===== config.mk =====
export PLATFORM = sky130hd
export DESIGN_NAME = edd_fifo
export DESIGN_NICKNAME = d
export VERILOG_FILES = /design/src/sv/edd_fifo.sv
export SDC_FILE = /design/constraint.sdc
export NUM_CORES = 1
export LEC_CHECK = 0
export ABC_CLOCK_PERIOD_IN_PS = 2100
export CAP_MARGIN = 20
export CORE_UTILIZATION = 40
export DETAILED_ROUTE_END_ITERATION = 8
export DONT_BUFFER_PORTS = 1
export PLACE_DENSITY_LB_ADDON = 0.3
export SKIP_CTS_REPAIR_TIMING = 1
export SYNTH_ARGS = -nofsm -noshare
export SYNTH_HDL_FRONTEND = slang
export SYNTH_SLANG_ARGS = --single-unit

===== constraint.sdc =====
create_clock -name clk -period 2.1 [get_ports clk]
set_input_delay 0.42 -clock clk [delete_from_list [all_inputs] [get_ports clk]]
set_output_delay 0.42 -clock clk [all_outputs]
set_load 0.02 [all_outputs]

===== src/sv/edd_fifo.sv =====
// Small register queue used between the front, the back and the result port.
module edd_fifo #(
  parameter int WIDTH = 2,
  parameter int DEPTH = 4
) (
  input  logic             clk,
  input  logic             rst,
  input  logic             wr,
  input  logic [WIDTH-1:0] wdata,
  output logic             full,
  input  logic             rd,
  output logic [WIDTH-1:0] rdata,
  output logic             empty
);

  localparam int AW = (DEPTH > 1) ? $clog2(DEPTH) : 1;
  localparam int NW = $clog2(DEPTH + 1);

  logic [WIDTH-1:0] slots [DEPTH];
  logic [AW-1:0]    wptr;
  logic [AW-1:0]    rptr;
  logic [NW-1:0]    count;
  logic             do_wr;
  logic             do_rd;

  function automatic logic [AW-1:0] bump(input logic [AW-1:0] p);
    return (p == AW'(DEPTH - 1)) ? '0 : p + 1'b1;
  endfunction

  assign full  = (count == NW'(DEPTH));
  assign empty = (count == '0);
  assign do_wr = wr && !full;
  assign do_rd = rd && !empty;
  assign rdata = slots[rptr];

  always_ff @(posedge clk) begin
    if (do_wr) begin
      slots[wptr] <= wdata;
    end
  end

  always_ff @(posedge clk) begin
    if (rst) begin
      wptr  <= '0;
      rptr  <= '0;
      count <= '0;
    end else begin
      if (do_wr) begin
        wptr <= bump(wptr);
      end
      if (do_rd) begin
        rptr <= bump(rptr);
      end
      if (do_wr && !do_rd) begin
        count <= count + 1'b1;
      end else if (do_rd && !do_wr) begin
        count <= count - 1'b1;
      end
    end
  end

endmodule


==> impl_metrics.ini, run 1 <==
[drt]
wl_mm = 1.04
drtPass1Iterations = 3
via_per_inst = 4.69
wl_per_cell_um = 11.5
drt_iter0_drc = 8
vias = 422
drc = 0
final_antenna_net_count = 0

[worst_setup_path]
arrival_ps = 2190
startpoint = count[2]$_SDFFE_PP0P_
path_max_fanout = 4
setup.worst_path.class = flop to flop
reg2reg_from = count[2]$_SDFFE_PP0P_
reg2reg_slack_ps = 130
start_kind = flop
end_kind = flop
cp.required_ps = 2310

[synthesis]
ys_async_sr_fraction = 0
synth_area_um2 = 774
synth_fp_nets = 71
synth-main-ff-cell = dfxtp_1
synth_edf_count = 8
ys_seq_area_frac = 0.543
ys_warn_count = 0
yosys.cell_types.count = 22
ys_seq_elements = 17
postSynthAreaPerCell_um2 = 13.4
netlist_instances = 58

[clock_tree]
root_buffer = clkbuf_4
clockBufferDepth = 2
cts_tree = done
cts.clk_slew.worst_paths_ps = 100
cts_buffers = 3
clock_sink_count = 17
h-tree-depth = 1
clk_latency_ps = 280

[outcome]
status = finished, final reports clean

[global_route]
grt_pass1_vias = 373
antenna_found_initial = 0
grt_pass1_wl_mm = 1.69
grt_overflow = 0
globalRouteTotalUtil = 0.121
grt_max_degree = 11

[die]
rows = 15
coreArea_mm2 = 0.00176
die_h_um = 46
dieArea_mm2 = 0.00212
die_x_um = 46
ios = 10
initial_utilization = 0.439

[cells_and_area]
fillers = 159
layout_common_cells = edfxtp_1 (8), dfxtp_1 (6), ha_1 (5), buf_4 (5)
antenna_cells = 0
layout-drive-gt1-share = 0.323
area_growth_pct = 14.2
fin_nets = 79
layout_commonest_cell = edfxtp_1
final_cells = 90

[sta]
tns_ps = 0
fin_crit_sh = 0.940
slew_headroom = 0.568
hold_viol = 0
period_needed_ps = 1970
worst_pin_slew_ps = 644
setup_violations = 0
max_freq_mhz = 507
rsz0062_at_grt = false
skew_ps = 5.32
slew_viol_final = 0

[place]
dp_hpwl_um = 759
portBuffers = 0
place_congestion = 0.671
place_inst = 85

[worst_hold_path]
min_from = rst
min_path_type = input port to flop

[run]
drv_cap = 0

[pwr]
ir_drop_mv = 0.548
p_leak_nw = 0.348
powerDensity_mw_per_mm2 = 1150
[final timing paths]
| path | endpoint | depth (start not counted) |
|---|---|---|
| worst max register to register | count[2]$_SDFFE_PP0P_ | 8 |
| worst max-delay path | count[2]$_SDFFE_PP0P_ | 8 |
| worst min register to register | flop | 2 |
| worst min-delay path | count[2]$_SDFFE_PP0P_ | 1 |
[layer usage]
metal / vias to the layer above / wire length [um] / global-route usage / part of all wire
met5: - / 0 / 0 / 0
met4: 0 / 19 / 0.0882 / 0.018
met3: 2 / 23 / 0.0357 / 0.022
met2: 3 / 509 / 0.166 / 0.49
met1: 202 / 486 / 0.158 / 0.47
li1: 215 / - / - / -
[cell families (layout without fill, tap and decap cells)]
group                    after synthesis  in the layout  synth area share
AO/OA/AOI/OAI                          4              4            0.0355
XOR/XNOR                               2              2            0.0226
adder cells (fa/ha/maj)                7              7             0.123
buffers and inverters                  5             12            0.0339
flip-flops                            17             17             0.543
multiplexers                           6              6             0.116
AND/OR/NAND/NOR                       17             17             0.126
[final cells by class]
cell class,instances,area (um2),area share
sequential,17,427,0.482
clock inverter,1,5.00,0.00566
clock buffer,3,22.5,0.0255
tap,25,31.3,0.0354
inverter,3,11.3,0.0127
timing repair buffer,5,37.5,0.0424
multi-input combinational,36,350,0.396
[report_power, final]
| group | internal [mW] | leakage, nW | switching [mW] | total, mW |
|---|---|---|---|---|
| clock network | 0.0706 | 0.0177 | 0.101 | 0.171 |
| logic | 0.186 | 0.182 | 0.174 | 0.360 |
| registers | 0.420 | 0.149 | 0.0663 | 0.486 |
[per-stage QoR]
stage	cell area (um2)	setup WS [ps]	total power, mW	hold slack, ps	utilization
after global routing	885	10.3	1.10	155	0.501
final	885	127	1.02	181	0.501
after detailed placement	821	74.8	0.806	485	0.465
after CTS	848	34.0	0.976	188	0.481
after global placement	821	121	0.797	477	0.465
after floorplan	774	52.5	0.736	463	-
[critical path, cell delays in order, from the launching register on]
cell	delay, ps
dfxtp_4	370
nor3b_2	160
nor2b_1	160
ha_2	210
inv_1	50
fa_2	330
xor2_1	160
or3_4	330
a21oi_2	140
[Yosys cell counts (2+ instances only)]
master	instances	area (um2)
a21oi_1	2	10.0
and2_1	4	25.0
dfxtp_1	9	180
edfxtp_1	8	240
ha_1	6	75.1
inv_1	3	11.3
mux2i_1	3	30.0
mux4_2	2	45.0
nand2b_1	2	12.5
nor2_1	4	15.0
nor3_1	2	10.0
or3_1	2	12.5
xor2_1	2	17.5
(Power assumes the default switching activity.)
==> run 2: changes to the inputs <==
--- a/config.mk
+++ b/config.mk
@@ -7,10 +7,11 @@
 export LEC_CHECK = 0
 export ABC_CLOCK_PERIOD_IN_PS = 2100
 export CAP_MARGIN = 20
-export CORE_UTILIZATION = 40
+export CORE_UTILIZATION = 45
 export DETAILED_ROUTE_END_ITERATION = 8
 export DONT_BUFFER_PORTS = 1
 export PLACE_DENSITY_LB_ADDON = 0.3
+export RECOVER_POWER = 50
 export SKIP_CTS_REPAIR_TIMING = 1
 export SYNTH_ARGS = -nofsm -noshare
 export SYNTH_HDL_FRONTEND = slang
==> run 2 against run 1 <==
The run now ends with DRC left. Utilization grew 4.8 points. Total power shrank 1.2%. Clock skew shrank 1.2 ps. Hold slack gained 4.2 ps. Final cell count shrank 10%. Critical path depth is the same. Critical path type unchanged. Sequential power shrank 1%. First-iteration DRC count shrank 50%. Critical endpoint unchanged.
==> impl_metrics.ini, run 2 (same netlist as run 1, synthesis figures left out) <==
[pwr]
pwr-share-comb = 0.355
ir_drop_mv = 0.661
internal_power_uw = 666
switching_power_uw = 339
powerDensity_mw_per_mm2 = 1170
clkPwrFrac = 0.166
power_frac_seq = 0.479
p_sw_frac = 0.337
p_leak_nw = 0.339

[sta]
fin_crit_sh = 0.938
worst_pin_slew_ps = 262
period_needed_ps = 1970
hold_viol = 0
tns_ps = 0
skew_ps = 4.11
max_freq_mhz = 508
slew_viol_final = 0
rsz0062_at_grt = false
slew_headroom = 0.826
setup_violations = 0
hold-worst-slack_ps = 186

[worst_setup_path]
startpoint = count[2]$_SDFFE_PP0P_
setup.worst_path.class = flop to flop
start_kind = flop
cp.required_ps = 2320
reg2reg_from = count[2]$_SDFFE_PP0P_
end_kind = flop
arrival_ps = 2190
path_max_fanout = 5

[cells_and_area]
antenna_cells = 0
area_growth_pct = 10.7
fin_nets = 79
layout_commonest_cell = edfxtp_1
layout_common_cells = edfxtp_1 (8), dfxtp_1 (7), ha_1 (5), and2_1 (4), nor2_1 (4)
fillers = 136
fin_util = 0.550
layout-drive-gt1-share = 0.262

[global_route]
globalRouteTotalUtil = 0.138
grt_pass1_wl_mm = 1.84
grt_pass1_vias = 432
grt_max_degree = 11
grt_overflow = 0
antenna_found_initial = 0

[drt]
vias = 426
drc = 2
drt_iter0_drc = 4
final_antenna_net_count = 0
wl_per_cell_um = 12.6
via_per_inst = 5.26
wl_mm = 1.02
drtPass1Iterations = 5

[run]
drv_cap = 0

[outcome]
status = finished, violations left
failed_checks = DRC

[worst_hold_path]
min_path_type = input port to flop
min_from = rst

[clock_tree]
cts_buffers = 3
clockBufferDepth = 2
clk_latency_ps = 280
cts.clk_slew.worst_paths_ps = 100
root_buffer = clkbuf_4
clock_sink_count = 17
h-tree-depth = 1
cts_tree = done

[place]
portBuffers = 0
place_congestion = 0.668
dp_hpwl_um = 772

[die]
initial_utilization = 0.497
die_h_um = 43.5
dieArea_mm2 = 0.00189
rows = 14
coreArea_mm2 = 0.00156
ios = 10
die_x_um = 43.5
## run 2: cell count changes in the layout (fill, tap and decap cells not counted)
cell,delta
buf_4,-2
dfxtp_4,-1
clkbuf_1,+2
dfxtp_1,+1
or3_1,+1
or3_4,-1
## run 2: area by class of cell
class | instances | area [um2] | share of cell area
clock buffers | 3 | 22.5 | 0.0263
clock inverters | 1 | 5.00 | 0.00584
inverters | 3 | 11.3 | 0.0131
multi-input cells | 36 | 345 | 0.403
flip-flops and latches | 17 | 423 | 0.493
well taps | 16 | 20.0 | 0.0234
repair buffers | 5 | 30.0 | 0.0350
## run 2: stage by stage
stage          std cells  cell area, um2  worst slack (ps)  power [mW]
2_1_floorplan         58             774              52.5       0.736
3_3_place_gp          77             817               121       0.820
3_5_place_dp          77             817               109       0.826
4_1_cts               81             845              75.8       0.997
5_1_grt               81             857              36.7        1.09
6_report              81             857               130        1.01
## run 2: worst paths after layout
path,endpoint,slack [ps],cells past startpoint
worst min-delay path,count[0]$_SDFFE_PP0P_,190,1
worst min register to register,rptr[0]$_SDFFE_PP0P_,500,2
worst max-delay path,count[2]$_SDFFE_PP0P_,130,8
worst max register to register,count[2]$_SDFFE_PP0P_,130,8
## run 2: worst max-delay path: stages, from the launching register on
cell and delay, ps:
dfxtp_1 360, nor3b_2 180, nor2b_1 160, ha_2 210, inv_1 50, fa_2 330
xor2_1 150, or3_1 330, a21oi_2 140
## run 2: per-layer routing
metal | track usage | wire length (um) | up-vias
met1 | 0.163 | 484 | 204
li1 | - | - | 216
met2 | 0.221 | 510 | 6
met5 | 0 | 0 | -
met4 | 0.0938 | 0 | 0
met3 | 0.0375 | 25 | 0
## run 2: power groups by stage
stage                     logic [mW]  clock network [mW]  registers (mW)
after floorplan                0.265                   0           0.471
after global placement         0.342                   0           0.478
after detailed placement       0.345                   0           0.480
after CTS                      0.349               0.175           0.473
after global routing           0.403               0.193           0.494
final                          0.357               0.167           0.481
==> run 3: changes to the inputs <==
--- a/config.mk
+++ b/config.mk
@@ -7,6 +7,7 @@
 export LEC_CHECK = 0
 export ABC_CLOCK_PERIOD_IN_PS = 2100
 export CAP_MARGIN = 20
+export CORE_MARGIN = 5
 export CORE_UTILIZATION = 45
 export DETAILED_ROUTE_END_ITERATION = 8
 export DONT_BUFFER_PORTS = 1
==> run 3 against run 2 <==
The flow now finishes without violations. Clock skew fell by 1.9 ps. First-iteration DRC count rose by 100%. Via count increased by 0.70%. Die area up 40%. Setup slack got worse by 42 ps. Sequential share of layout area is 1.4 points higher. Non-clock buffer count is 1 lower. Maximum frequency down 2.1%. Routed wire length grew 2.2%. Critical path type unchanged.
==> impl_metrics.ini, run 3 (same netlist as run 1, synthesis figures left out) <==
[sta]
slew_headroom = 0.785
rsz0062_at_grt = false
hold-worst-slack_ps = 186
max_freq_mhz = 497
period_needed_ps = 2010
setup_violations = 0
skew_ps = 2.23
fin_crit_sh = 0.958
slew_viol_final = 0
hold_viol = 0
worst_pin_slew_ps = 322
tns_ps = 0

[pwr]
p_leak_nw = 0.332
powerDensity_mw_per_mm2 = 1170
ir_drop_mv = 0.561

[die]
coreArea_mm2 = 0.00169
die_x_um = 51.5
rows = 15
dieArea_mm2 = 0.00265
ios = 10
die_h_um = 51.5
initial_utilization = 0.459

[worst_setup_path]
end_kind = flop
cp.required_ps = 2320
endpoint = count[2]$_SDFFE_PP0P_
worstSetupPathDepth = 7
arrival_ps = 2230
reg2reg_slack_ps = 90
r2r_cells = 7
cpLargestDelayFamily = adder cells
start_kind = flop
slowest_stage = dfxtp_2
setup.worst_path.class = flop to flop
r2r_end = count[2]$_SDFFE_PP0P_
crit_path_cell_trace = o31ai_2, ha_2, inv_1, fa_1, xor2_1, or3_1, a21oi_1
critPathMaxStageDelay_ps = 370
critPathBufInv = 1
startpoint = count[0]$_SDFFE_PP0P_
reg2reg_from = count[0]$_SDFFE_PP0P_
path_max_fanout = 5

[place]
portBuffers = 0
place_congestion = 0.663
dp_hpwl_um = 795

[cells_and_area]
layout-drive-gt1-share = 0.219
fin_nets = 78
layout_commonest_cell = edfxtp_1
area_growth_pct = 7.59
antenna_cells = 0
layout_common_cells = edfxtp_1 (8), dfxtp_1 (7), ha_1 (5), and2_1 (4), nor2_1 (4)

[global_route]
grt_pass1_wl_mm = 1.81
grt_overflow = 0
grt_use_met2 = 0.142
busiest_layer = met2
globalRouteTotalUtil = 0.0922
grt_max_degree = 11
grt_pass1_vias = 431
antenna_found_initial = 0
use_met3 = 0.0292
met1_usage = 0.113

[clock_tree]
root_buffer = clkbuf_4
h-tree-depth = 1
clock_sink_count = 17
clk_latency_ps = 280
cts.clk_slew.worst_paths_ps = 100
cts_buffers = 3
clockBufferDepth = 2
cts_tree = done

[worst_hold_path]
min_path_type = input port to flop
min_from = rst

[drt]
final_antenna_net_count = 0
vias = 429
drt_iter0_drc = 8
wl_mm = 1.04
wl_per_cell_um = 12.9
drc = 0
via_per_inst = 5.30
drtPass1Iterations = 4

[outcome]
status = finished, final reports clean

[run]
drv_cap = 0
-- run 3: metrics by stage --
| stage | utilization | total power [mW] | setup WS [ps] | cell area (um2) | std cells |
|---|---|---|---|---|---|
| after floorplan | - | 0.736 | 52.5 | 774 | 58 |
| after global placement | 0.480 | 0.802 | 113 | 811 | 77 |
| after detailed placement | 0.480 | 0.812 | 79.9 | 811 | 77 |
| after CTS | 0.496 | 0.985 | 30.1 | 838 | 81 |
| after global routing | 0.493 | 1.05 | 9.94 | 833 | 81 |
| final | 0.493 | 0.973 | 88.4 | 833 | 81 |
-- run 3: worst min-delay path by stage --
stage	slack [ps]	to	depth (start not counted)
final	190	count[0]$_SDFFE_PP0P_	1
after floorplan	460	flop	2
after global routing	160	count[1]$_SDFFE_PP0P_	1
after CTS	190	count[2]$_SDFFE_PP0P_	1
after detailed placement	490	rptr[0]$_SDFFE_PP0P_	2
after global placement	480	rptr[0]$_SDFFE_PP0P_	2
-- run 3: cell type report --
class / count / area [um2]
repair buffers: 4 / 22.5
flip-flops and latches: 17 / 423
multi-input cells: 36 / 328
fillers: 147 / 856
inverters: 3 / 11.3
clock buffers: 3 / 22.5
clock inverters: 1 / 5.00
well taps: 17 / 21.3
-- run 3: per-layer routing --
metal	wire length (um)	vias to the layer above
met5	0	-
met4	15	0
met3	43	2
met2	486	6
met1	497	204
li1	-	217
-- run 3: power by group --
group          internal (mW)  switching (mW)
logic                  0.160           0.166
registers              0.417          0.0584
clock network         0.0706           0.101
total                  0.647           0.325
