### src/sv/edd_pkg.sv
// Shared constants, types and arithmetic helpers for the error diffusion ditherer.
package edd_pkg;

  localparam int MAX_WIDTH_DEFAULT = 1024;

  localparam int PIXEL_W           = 8;
  localparam int IMAGE_WIDTH_W     = 11;
  localparam int IMAGE_HEIGHT_W    = 16;
  localparam int IMAGE_WIDTH_RESET = 1024;

  localparam int CFG_INDEX_W = 1;
  localparam int CFG_DATA_W  = 16;

  localparam logic [CFG_INDEX_W-1:0] REG_IMAGE_WIDTH  = 1'd0;
  localparam logic [CFG_INDEX_W-1:0] REG_IMAGE_HEIGHT = 1'd1;

  localparam logic CMD_PIXEL = 1'b0;
  localparam logic CMD_FLUSH = 1'b1;

  localparam logic [1:0] OP_PUSH      = 2'd0;
  localparam logic [1:0] OP_PUSH_EMIT = 2'd1;
  localparam logic [1:0] OP_FLUSH     = 2'd2;

  localparam logic [PIXEL_W-1:0] WHITE_THRESHOLD = 8'd128;
  localparam logic [PIXEL_W-1:0] WHITE_LEVEL     = 8'd255;

  localparam logic [2:0] WEIGHT_RIGHT       = 3'd7;
  localparam logic [2:0] WEIGHT_BELOW_LEFT  = 3'd3;
  localparam logic [2:0] WEIGHT_BELOW       = 3'd5;
  localparam logic [2:0] WEIGHT_BELOW_RIGHT = 3'd1;

  localparam int MID_DEPTH_DEFAULT = 4;
  localparam int OUT_DEPTH_DEFAULT = 4;

  typedef struct packed {
    logic [1:0]         op;
    logic [PIXEL_W-1:0] gray;
  } cmd_t;

  typedef struct packed {
    logic dot_white;
    logic frame_end;
  } res_t;

  // Add a signed share to a level, clamp to 0..255.
  function automatic logic [PIXEL_W-1:0] sat_add(input logic [PIXEL_W-1:0] base,
                                                 input logic signed [7:0] delta);
    logic signed [9:0] sum;
    sum = $signed({2'b00, base}) + 10'(delta);
    if (sum > 10'sd255) begin
      return WHITE_LEVEL;
    end else if (sum < 10'sd0) begin
      return '0;
    end else begin
      return sum[PIXEL_W-1:0];
    end
  endfunction

  // err * weight / 16, truncated toward zero.
  function automatic logic signed [7:0] share(input logic signed [7:0] err,
                                              input logic [2:0] weight);
    logic signed [11:0] prod;
    logic signed [11:0] quot;
    prod = 12'(err) * $signed({9'd0, weight});
    if (prod < 12'sd0) begin
      prod = prod + 12'sd15;
    end
    quot = prod >>> 4;
    return quot[7:0];
  endfunction

endpackage

### src/sv/edd_front.sv
// Front end: accepts requests, tracks the pending count and classifies each request.
module edd_front import edd_pkg::*; #(
  parameter int MAX_WIDTH = MAX_WIDTH_DEFAULT,
  localparam int WW = $clog2(MAX_WIDTH + 1),
  localparam int PW = $clog2(MAX_WIDTH + 3)
) (
  input  logic               clk,
  input  logic               rst,
  input  logic               restart,
  input  logic [WW-1:0]      width,
  input  logic               push,
  input  logic               command,
  input  logic [PIXEL_W-1:0] gray,
  output logic               full,
  input  logic               q_full,
  output logic               q_write,
  output cmd_t               q_cmd,
  output logic [PW-1:0]      q_pend
);

  localparam int CW = $clog2(MAX_WIDTH + 5);

  logic [PW-1:0] pend;
  logic [PW-1:0] pend_next;
  logic [PW-1:0] pend_inc;
  logic          accept;
  logic          line_full;

  assign full      = q_full;
  assign accept    = push && !q_full;
  assign pend_inc  = pend + 1'b1;
  // Window holds width+2 pixels: the oldest one must go out now.
  assign line_full = (CW'(pend_inc) == CW'(width) + CW'(2));

  always_comb begin
    q_write    = 1'b0;
    q_cmd.op   = OP_PUSH;
    q_cmd.gray = gray;
    q_pend     = pend_inc;
    pend_next  = pend;
    if (accept) begin
      case (command)
        CMD_PIXEL: begin
          q_write = 1'b1;
          q_pend  = pend_inc;
          if (line_full) begin
            q_cmd.op  = OP_PUSH_EMIT;
            pend_next = pend;
          end else begin
            q_cmd.op  = OP_PUSH;
            pend_next = pend_inc;
          end
        end
        CMD_FLUSH: begin
          // drop a flush with nothing pending
          if (pend != '0) begin
            q_write   = 1'b1;
            q_cmd.op  = OP_FLUSH;
            q_pend    = pend;
            pend_next = pend - 1'b1;
          end
        end
        default: begin
          pend_next = pend;
        end
      endcase
    end
  end

  always_ff @(posedge clk) begin
    if (rst || restart) begin
      pend <= '0;
    end else begin
      pend <= pend_next;
    end
  end

  a_pend_bound: assert property (@(posedge clk) disable iff (rst)
    CW'(pend) <= CW'(width) + CW'(1))
    else $error("pending count exceeds width+1");

  a_pend_step: assert property (@(posedge clk) disable iff (rst)
    !$past(rst) && !$past(restart) |->
      (pend == $past(pend)) || (pend == $past(pend) + 1'b1) ||
      (pend + 1'b1 == $past(pend)))
    else $error("pending count moved by more than one");

  a_write_on_accept: assert property (@(posedge clk) disable iff (rst)
    q_write |-> accept)
    else $error("queue written without an accepted request");

endmodule

### config.mk
export PLATFORM = sky130hd
export DESIGN_NAME = edd_front
export DESIGN_NICKNAME = d
export VERILOG_FILES = /design/src/sv/edd_pkg.sv /design/src/sv/edd_front.sv
export SDC_FILE = /design/constraint.sdc
export NUM_CORES = 1
export LEC_CHECK = 0
export BUFFER_PORTS_ARGS = -buffer_cell sky130_fd_sc_hd__buf_2
export CORE_MARGIN = 2
export CORE_UTILIZATION = 45
export DETAILED_ROUTE_END_ITERATION = 8
export PLACE_DENSITY = 0.72
export SETUP_SLACK_MARGIN = 0.15
export SLEW_MARGIN = 20
export SYNTH_ARGS = -nofsm -noshare
export SYNTH_HDL_FRONTEND = slang
export SYNTH_SLANG_ARGS = --single-unit
### constraint.sdc
create_clock -name clk -period 3.2 [get_ports clk]
set_clock_uncertainty 0.1 [all_clocks]
set_input_delay 0.32 -clock clk [delete_from_list [all_inputs] [get_ports clk]]
set_output_delay 0.32 -clock clk [all_outputs]
set_load 0.05 [all_outputs]
==> results of run 1 <==
[routing by layer]
metal,share of wire,wire length [µm],vias up
li1,-,-,715
met1,0.48,1760,672
met2,0.46,1690,49
met3,0.063,234,5
met4,0.0038,14,0
met5,0,0,-
[through the flow]
| stage | power [W] | setup slack [ns] |
|---|---|---|
| after CTS | 0.000387 | 0.174 |
| final | 0.000391 | 0.239 |
| after global routing | 0.000414 | 0.106 |
| after floorplan | 0.000276 | 0.0924 |
| after global placement | 0.000284 | 0.277 |
| after detailed placement | 0.000285 | 0.276 |
[synthesized netlist by cell type, drive strengths merged (3+ instances only)]
cell type,number
xor2,12
nor2,14
nand2,8
nor3,3
xnor2,15
xnor3,3
nand3,10
and3,5
o31ai,7
or4,7
o21ai,7
nand4,8
inv,7
ha,3
buf,20
dfxtp,11
a21oi,15
or3,5
[placed cells by master (no fill, tap or decap), types with 7 or more instances in the layout]
master,netlist,layout
xnor2_1,15,15
nand4_1,7,7
inv_1,7,7
nand2_1,8,8
a21oi_1,15,15
dfxtp_1,11,7
nand3_1,10,10
o31ai_1,7,7
buf_4,12,12
nor2_1,14,10
buf_2,6,23
xor2_1,12,7
[cell type report]
type,instances,area (µm²),share of cell area
Clock buffer,4,26.3,0.0154
Timing Repair Buffer,39,243,0.142
Multi-Input combinational cell,149,1120,0.659
Inverter,7,26.3,0.0154
Tap cell,44,55.1,0.0323
Sequential cell,11,230,0.135
[timing repair]
action,CTS,global route
setup endpoints to repair,9,8
gates resized for setup,10,15
pin swaps,0,2
[worst register-to-register path: cells and delay by family (launching register included)]
family / cells / cell delay [ns]
flops: 1 / 0.38
xor+xnor: 1 / 0.27
simple gates: 3 / 0.97
buf+inv: 1 / 0.19
compound gates: 1 / 0.15
fa+ha+maj: 1 / 0.21
mux: 2 / 0.42
[power by group]
group          leakage (nW)  internal [W]  switching, W
clock network        0.0150     0.0000485     0.0000539
logic                 0.611     0.0000583     0.0000848
registers            0.0915      0.000139    0.00000642
[final timing paths]
| check | endpoint | slack, ns |
|---|---|---|
| hold reg to reg | pend[5]$_SDFFE_PP0P_ | 0.47 |
| setup reg to reg | pend[2]$_SDFFE_PP0P_ | 0.45 |
| hold / removal | pend[2]$_SDFFE_PP0P_ | 0.34 |
| setup / recovery | q_pend[5] | 0.24 |
[kinds of logic (layout without fill, tap and decap cells)]
family / after synthesis / in the layout / synth area share
multiplexers: 4 / 4 / 0.0294
adder cells (fa/ha/maj): 3 / 3 / 0.0259
AO/OA/AOI/OAI: 38 / 38 / 0.163
XOR/XNOR: 30 / 30 / 0.210
flip-flops: 11 / 11 / 0.152
buffers and inverters: 29 / 50 / 0.122
AND/OR/NAND/NOR: 74 / 74 / 0.297
==> impl_metrics.csv, run 1 <==
group,metric,value,unit
place,dp.cells,250,
min_path,whs_path_depth,3,
setup_path,cp.depth,8,
cts,cts_made_buffers,3,
logic_synthesis,synth_area_leader_cell,"dfxtp_1",
drt,ant_nets,0,
global_routing,met1_usage,0.314,
cts,cts_setup_buffers,0,
cts,cts_buffer_depth,2,
logic_synthesis,synth-edff-count,0,
place,place_congestion,0.918,
place,post-dp-hpwl,2.87,mm
min_path,hp-class,"in -> reg",
global_routing,grt_use_met3,0.0469,
global_routing,grt_pass1_wl,5.95,mm
logic_synthesis,ys_seq_area_frac,0.152,
setup_path,crit_path_cell_trace,"or4_4 -> nor4_4 -> nand3b_1 -> nor2_2 -> nor2_2 -> nor2_1 -> xor2_2 -> clkbuf_4",
logic_synthesis,synthCells,189,
timing,rsz0062_at_grt,"true",
logic_synthesis,async_flop_share,0,
finish,area_growth,17.7,%
logic_synthesis,synth_top_cells_by_area,"dfxtp_1, xnor2_1, xor2_1",
finish,drive_gt1_frac,0.319,
pwr,p_per_area,229,nW/µm²
setup_path,criticalPathCategory,"reg -> out",
drt,drtPass1Iterations,4,
floorplan,start_util,0.474,
setup_path,crit_path_top_delay_cell,"or4_4",
timing,worst_pin_slew,0.491,ns
finish,diodes,0,
setup_path,regToRegStartpoint,"pend[0]$_SDFFE_PP0P_",
min_path,hp-start,"rst",
drt,vias,1441,
timing,period_share,0.925,
global_routing,grt-ovfl-total,0,
global_routing,antenna_found_initial,0,
timing,fmax,0.338,GHz
logic_synthesis,synth_flop_cell,"dfxtp_1",
finish,largest_reg_flops,11,
timing,slew_violations,0,
timing,layout_min_cycle_time,2.96,ns
cts,postCtsHoldBufs,0,
finish,stdcell_area,1700,µm²
cts,cts.sink_count,11,
pwr,ir_drop,0.167,mV
place,placed_cell_area,1610,µm²
timing,finalHoldViolCount,0,
timing,hold_slack,0.340,ns
global_routing,grt_usage,0.214,
setup_path,ff2ff_path_depth,9,
logic_synthesis,synthesis.area,1450,µm²
setup_path,crit_start,"pend[2]$_SDFFE_PP0P_",
timing,setup-violations-final,0,
cts,cts_tree,"built",
floorplan,die_area,3690,µm²
cts,clock_latency,0.28,ns
logic_synthesis,synth_area_per_cell,7.66,µm²
floorplan,core_area,3050,µm²
setup_path,worstPathMaxFanout,12,
floorplan,chipWidth,60.7,µm
finish,instances_no_fill,254,
cts,root_buffer,"clkbuf_4",
pwr,leakagePower,0.718,nW
logic_synthesis,synth.distinct_cells,43,
setup_path,cp-end-kind,"output port",
finish,top_register,"pend",
logic_synthesis,synth_top_area_frac,0.152,
logic_synthesis,ys_warn_count,0,
finish,final_nets,239,
timing,slew_headroom,0.672,
drt,drt-wirelength-per-cell,14.6,µm
drt,drt_wl_total,3.71,mm
logic_synthesis,ys_seq_elements,11,
place,portBuffers,31,
timing,finalSetupTns,0,ns
drt,drtIter0Drc,80,
global_routing,grt.met2_usage,0.332,
setup_path,startpoint_type,"register",
setup_path,path_buf_inv,1,
floorplan,row_count,20,
finish,num-fill-cells,302,
global_routing,grt_pass1_vias,1256,
global_routing,grt.busiest_layer,"met2",
logic_synthesis,synth_nets,217,
floorplan,io_pins,48,
setup_path,max_stage_delay,0.60,ns
setup_path,path_delay_family,"simple AND/OR/NAND/NOR gates",
cts,htreeDepth,1,
global_routing,grt_max_degree,20,
setup_path,cp_common_cell,"nor2_2",
cts,clk_pin_slew_worst_paths,0.08,ns
run,cap_violations,0,
finish,reg_top3,"pend x11",
drt,route.detailed.drc,0,
status,status,"completed",
drt,viasPerCell,5.67,
setup_path,cp_data_arrival_time,2.54,ns
setup_path,crit_required,2.78,ns
floorplan,die_y,60.7,µm
finish,final_util,0.558,
(Power assumes the default switching activity.)
==> inputs of run 2 (changes only) <==
==> constraint.sdc (replaced) <==
create_clock -name clk -period 3.3 [get_ports clk]
set_clock_uncertainty 0.1 [all_clocks]
set_input_delay 0.33 -clock clk [delete_from_list [all_inputs] [get_ports clk]]
set_output_delay 0.33 -clock clk [all_outputs]
set_load 0.05 [all_outputs]
==> run 2 against run 1 <==
Compared with the run above:
- utilization shrank 3.4 points
- routed wire length decreased by 5.6%
- first-iteration DRC count down 10%
- via count shrank 3.8%
- clock-buffer cell count unchanged
- critical path depth did not move
- sequential share of layout area rose by 0.81 points
- sequential power about the same
- worst setup slack better by 0.056 ns
==> impl_metrics.csv, run 2 (same netlist as run 1, synthesis figures left out) <==
group,metric,value,unit
status,status,"completed",
timing,worst_pin_slew,0.451,ns
cts,clock_latency,0.28,ns
floorplan,core_area,3050,µm²
finish,final_nets,234,
setup_path,startpoint_type,"register",
pwr,leakagePower,0.683,nW
global_routing,grt_usage,0.199,
min_path,hp-class,"in -> reg",
cts,cts_buffer_depth,2,
place,post-dp-hpwl,2.70,mm
drt,drt_wl_total,3.50,mm
setup_path,cp_data_arrival_time,2.58,ns
finish,drive_gt1_frac,0.263,
setup_path,crit_start,"pend[0]$_SDFFE_PP0P_",
pwr,power.total,0.000370,W
cts,cts_made_buffers,3,
global_routing,grt_pass1_wl,5.45,mm
timing,layout_min_cycle_time,3.01,ns
drt,viasPerCell,5.57,
cts,cts_setup_buffers,0,
floorplan,io_pins,48,
drt,drtPass1Iterations,4,
setup_path,cp-end-kind,"output port",
place,post-place-ws,0.302,ns
floorplan,die_area,3690,µm²
timing,setup-violations-final,0,
floorplan,row_count,20,
drt,drt-wirelength-per-cell,14.0,µm
finish,layout_commonest_cell,"buf_2",
finish,top_register,"pend",
cts,cts.sink_count,11,
pwr,p_per_area,232,nW/µm²
timing,period_share,0.911,
cts,htreeDepth,1,
setup_path,regToRegStartpoint,"pend[0]$_SDFFE_PP0P_",
global_routing,antenna_found_initial,0,
global_routing,grt_pass1_vias,1187,
finish,final_cell_mix,"buf_2, xnor2_1, a21oi_1, nor2_1, xor2_1",
timing,finalHoldViolCount,0,
cts,root_buffer,"clkbuf_4",
drt,drtIter0Drc,72,
global_routing,grt-ovfl-total,0,
floorplan,die_y,60.7,µm
timing,finalSetupTns,0,ns
place,portBuffers,31,
drt,route.detailed.drc,0,
drt,ant_nets,0,
setup_path,worstPathMaxFanout,9,
finish,reg_top3,"pend x11",
setup_path,criticalPathCategory,"reg -> out",
timing,slew_headroom,0.699,
place,dp.cells,245,
global_routing,grt_max_degree,20,
finish,num-fill-cells,303,
drt,vias,1386,
run,cap_violations,0,
cts,cts_tree,"built",
cts,clk_pin_slew_worst_paths,0.08,ns
finish,largest_reg_flops,11,
timing,layout_setup_ws,0.294,ns
min_path,hp-start,"rst",
timing,slew_violations,0,
timing,fmax,0.333,GHz
finish,diodes,0,
floorplan,chipWidth,60.7,µm
place,place_congestion,0.922,
finish,instances_no_fill,249,
floorplan,start_util,0.474,
setup_path,crit_required,2.87,ns
finish,area_growth,10.5,%
timing,rsz0062_at_grt,"false",
pwr,ir_drop,0.138,mV
run 2: cell types whose count changed in the layout (fill, tap and decap cells not counted), moves of 2 or more:
cell | previous run | this run
clkbuf_4 | 5 | 7
nor2_2 | 4 | 1
buf_4 | 12 | 4
buf_6 | 2 | 0
buf_2 | 23 | 26
nor2_1 | 10 | 13
xor2_2 | 5 | 0
xor2_1 | 7 | 12
run 2: report_power, final:
part / internal [W] / switching (W)
logic: 0.0000529 / 0.0000782
registers: 0.000135 / 0.00000717
clock network: 0.0000469 / 0.0000506
run 2: timing repair:
| action | 4_1_cts | 5_1_grt |
|---|---|---|
| endpoints found under the setup margin | 1 | 11 |
| endpoints found under the hold margin | 0 | 0 |
| hold buffers | 0 | 0 |
| gates resized for setup | 3 | 12 |
run 2: worst max-delay path, cell delays in order (launching register included):
cell,delay (ns)
dfxtp_4,0.40
ha_2,0.23
and3_2,0.23
and3_2,0.24
xnor3_1,0.40
nor3_2,0.22
and4b_4,0.26
and2_1,0.12
buf_4,0.19
run 2: path summary, 6_finish.rpt:
kind	end	slack (ns)	cells after the start
hold / removal	pend[0]$_SDFFE_PP0P_	0.34	3
hold reg to reg	pend[0]$_SDFFE_PP0P_	0.46	2
setup / recovery	q_cmd[8]	0.29	8
setup reg to reg	pend[8]$_SDFFE_PP0P_	0.57	9
run 2: layer usage:
| metal | vias up | share of wire | track usage |
|---|---|---|---|
| met2 | 42 | 0.44 | 0.292 |
| met1 | 629 | 0.49 | 0.283 |
| met5 | - | 0 | 0 |
| met3 | 5 | 0.062 | 0.0512 |
| met4 | 0 | 0.011 | 0.0683 |
| li1 | 710 | - | - |
run 2: area by class of cell:
class	instances	area (µm²)	area share
inverter	7	26.3	0.0164
multi-input combinational	149	1070	0.671
tap	44	55.1	0.0344
sequential	11	229	0.143
timing repair buffer	34	190	0.119
clock buffer	4	26.3	0.0164
run 2: per-stage QoR:
step,util,area (µm²),hold WS (ns)
3_3_place_gp,0.502,1530,0.445
4_1_cts,0.512,1560,0.342
5_1_grt,0.524,1600,0.363
6_report,0.524,1600,0.338
3_5_place_dp,0.502,1530,0.453
2_1_floorplan,-,1450,0.401
==> inputs of run 3 (changes only) <==
--- a/config.mk
+++ b/config.mk
@@ -8,7 +8,9 @@
 export BUFFER_PORTS_ARGS = -buffer_cell sky130_fd_sc_hd__buf_2
 export CORE_MARGIN = 2
 export CORE_UTILIZATION = 45
+export CTS_CLUSTER_DIAMETER = 80
 export DETAILED_ROUTE_END_ITERATION = 8
+export MAX_ROUTING_LAYER = met4
 export PLACE_DENSITY = 0.72
 export SETUP_SLACK_MARGIN = 0.15
 export SLEW_MARGIN = 20
==> constraint.sdc (replaced) <==
create_clock -name clk -period 3.2 [get_ports clk]
set_clock_uncertainty 0.1 [all_clocks]
set_input_delay 0.32 -clock clk [delete_from_list [all_inputs] [get_ports clk]]
set_output_delay 0.32 -clock clk [all_outputs]
set_load 0.05 [all_outputs]
==> run 3 against run 2 <==
Compared with the run above:
- first-iteration DRC count grew 8.3%
- final cell count increased by 2.0%
- clock power increased by 4%
- sequential power is essentially flat
- power rose by 5.0%
==> impl_metrics.csv, run 3 (same netlist as run 1, synthesis figures left out) <==
group,metric,value,unit
status,status,"completed",
drt,ant_nets,0,
setup_path,worstPathMaxFanout,12,
drt,drt-wirelength-per-cell,14.6,µm
floorplan,core_area,3050,µm²
finish,area_growth,17.7,%
timing,layout_min_cycle_time,2.97,ns
min_path,hp-class,"in -> reg",
pwr,p_sw,0.000143,W
cts,clk_pin_slew_worst_paths,0.08,ns
timing,slew_violations,0,
finish,instances_no_fill,254,
cts,root_buffer,"clkbuf_4",
global_routing,grt_max_degree,20,
timing,finalHoldViolCount,0,
pwr,ir_drop,0.167,mV
drt,drtPass1Iterations,4,
floorplan,row_count,20,
timing,finalSetupTns,0,ns
floorplan,io_pins,48,
global_routing,grt_pass1_vias,1263,
place,post-dp-hpwl,2.87,mm
setup_path,cp_data_arrival_time,2.55,ns
place,dp.cells,250,
timing,slew_headroom,0.678,
place,portBuffers,31,
pwr,combPwrFrac,0.367,
setup_path,crit_required,2.78,ns
timing,fmax,0.337,GHz
cts,clock_latency,0.27,ns
floorplan,die_area,3690,µm²
global_routing,grt_usage,0.220,
cts,cts.sink_count,11,
setup_path,criticalPathCategory,"reg -> out",
timing,setup-violations-final,0,
global_routing,grt_pass1_wl,5.94,mm
run,cap_violations,0,
finish,final_util,0.558,
pwr,p_per_area,228,nW/µm²
finish,largest_reg_flops,11,
cts,htreeDepth,1,
finish,final_cell_mix,"buf_2, xnor2_1, a21oi_1, buf_4",
setup_path,cp-end-kind,"output port",
place,place_congestion,0.934,
min_path,whs_path_depth,3,
cts,cts_made_buffers,3,
drt,drt_wl_total,3.70,mm
global_routing,grt-ovfl-total,0,
pwr,power_frac_clock,0.259,
timing,period_share,0.928,
finish,final_nets,239,
finish,reg_top3,"pend x11",
finish,drive_gt1_frac,0.319,
pwr,leakagePower,0.718,nW
drt,vias,1448,
floorplan,start_util,0.474,
drt,route.detailed.drc,0,
drt,drtIter0Drc,78,
setup_path,ff2ff_path_depth,9,
timing,rsz0062_at_grt,"true",
cts,cts_setup_buffers,0,
finish,diodes,0,
finish,layout_commonest_cell,"buf_2",
timing,worst_pin_slew,0.482,ns
floorplan,chipWidth,60.7,µm
setup_path,startpoint_type,"register",
cts,cts_tree,"built",
drt,viasPerCell,5.70,
cts,cts_buffer_depth,2,
floorplan,die_y,60.7,µm
global_routing,antenna_found_initial,0,
finish,top_register,"pend",
pwr,internal-power,0.000246,W
pwr,swShare,0.369,
pwr,seqPwrFrac,0.374,
run 3: metrics by stage:
stage	hold WS, ns	setup WS [ns]	cell area [µm²]	total power [W]
final	0.344	0.230	1700	0.000389
after global routing	0.359	0.106	1700	0.000414
after CTS	0.352	0.174	1660	0.000387
after detailed placement	0.460	0.276	1610	0.000285
after global placement	0.445	0.277	1610	0.000284
after floorplan	0.391	0.0924	1490	0.000276
run 3: path summary, 6_finish.rpt:
check | start | end | slack (ns)
max | pend[2]$_SDFFE_PP0P_ | q_pend[5] | 0.23
min reg2reg | pend[5]$_SDFFE_PP0P_ | pend[5]$_SDFFE_PP0P_ | 0.47
max reg2reg | pend[0]$_SDFFE_PP0P_ | pend[2]$_SDFFE_PP0P_ | 0.45
min | rst | pend[2]$_SDFFE_PP0P_ | 0.34
run 3: worst max-delay path, stage by stage (launching register included):
cell and delay, ns:
dfxtp_2 0.40, or4_4 0.60, nor4_4 0.26, nand3b_1 0.17, nor2_2 0.16, nor2_2 0.13
nor2_1 0.19, xor2_2 0.13, clkbuf_4 0.23
run 3: layout make-up:
type / instances / area [µm²]
Clock buffer: 4 / 26.3
Multi-Input combinational cell: 149 / 1120
Timing Repair Buffer: 39 / 243
Inverter: 7 / 26.3
Tap cell: 44 / 55.1
Sequential cell: 11 / 230
Fill cell: 302 / 1350
run 3: power by group through the flow:
stage | logic, W | clock network [W] | registers (W)
after global placement | 0.000135 | 0 | 0.000149
after detailed placement | 0.000136 | 0 | 0.000149
after CTS | 0.000138 | 0.000104 | 0.000145
after floorplan | 0.000131 | 0 | 0.000145
after global routing | 0.000156 | 0.000112 | 0.000146
final | 0.000143 | 0.000101 | 0.000145
run 3: metal layers:
layer	share of wire	global-route usage	wire, µm	up-vias
met5	0	-	0	-
met4	0.0062	0.0248	23	0
met3	0.077	0.0469	285	4
met2	0.45	0.332	1660	59
met1	0.47	0.313	1730	668
li1	-	-	-	717
run 3: timing repair:
item | 4_1_cts | 5_1_grt
pin swaps | 0 | 2
setup endpoints to repair | 9 | 8
hold buffers | 0 | 0
resized for setup | 10 | 15
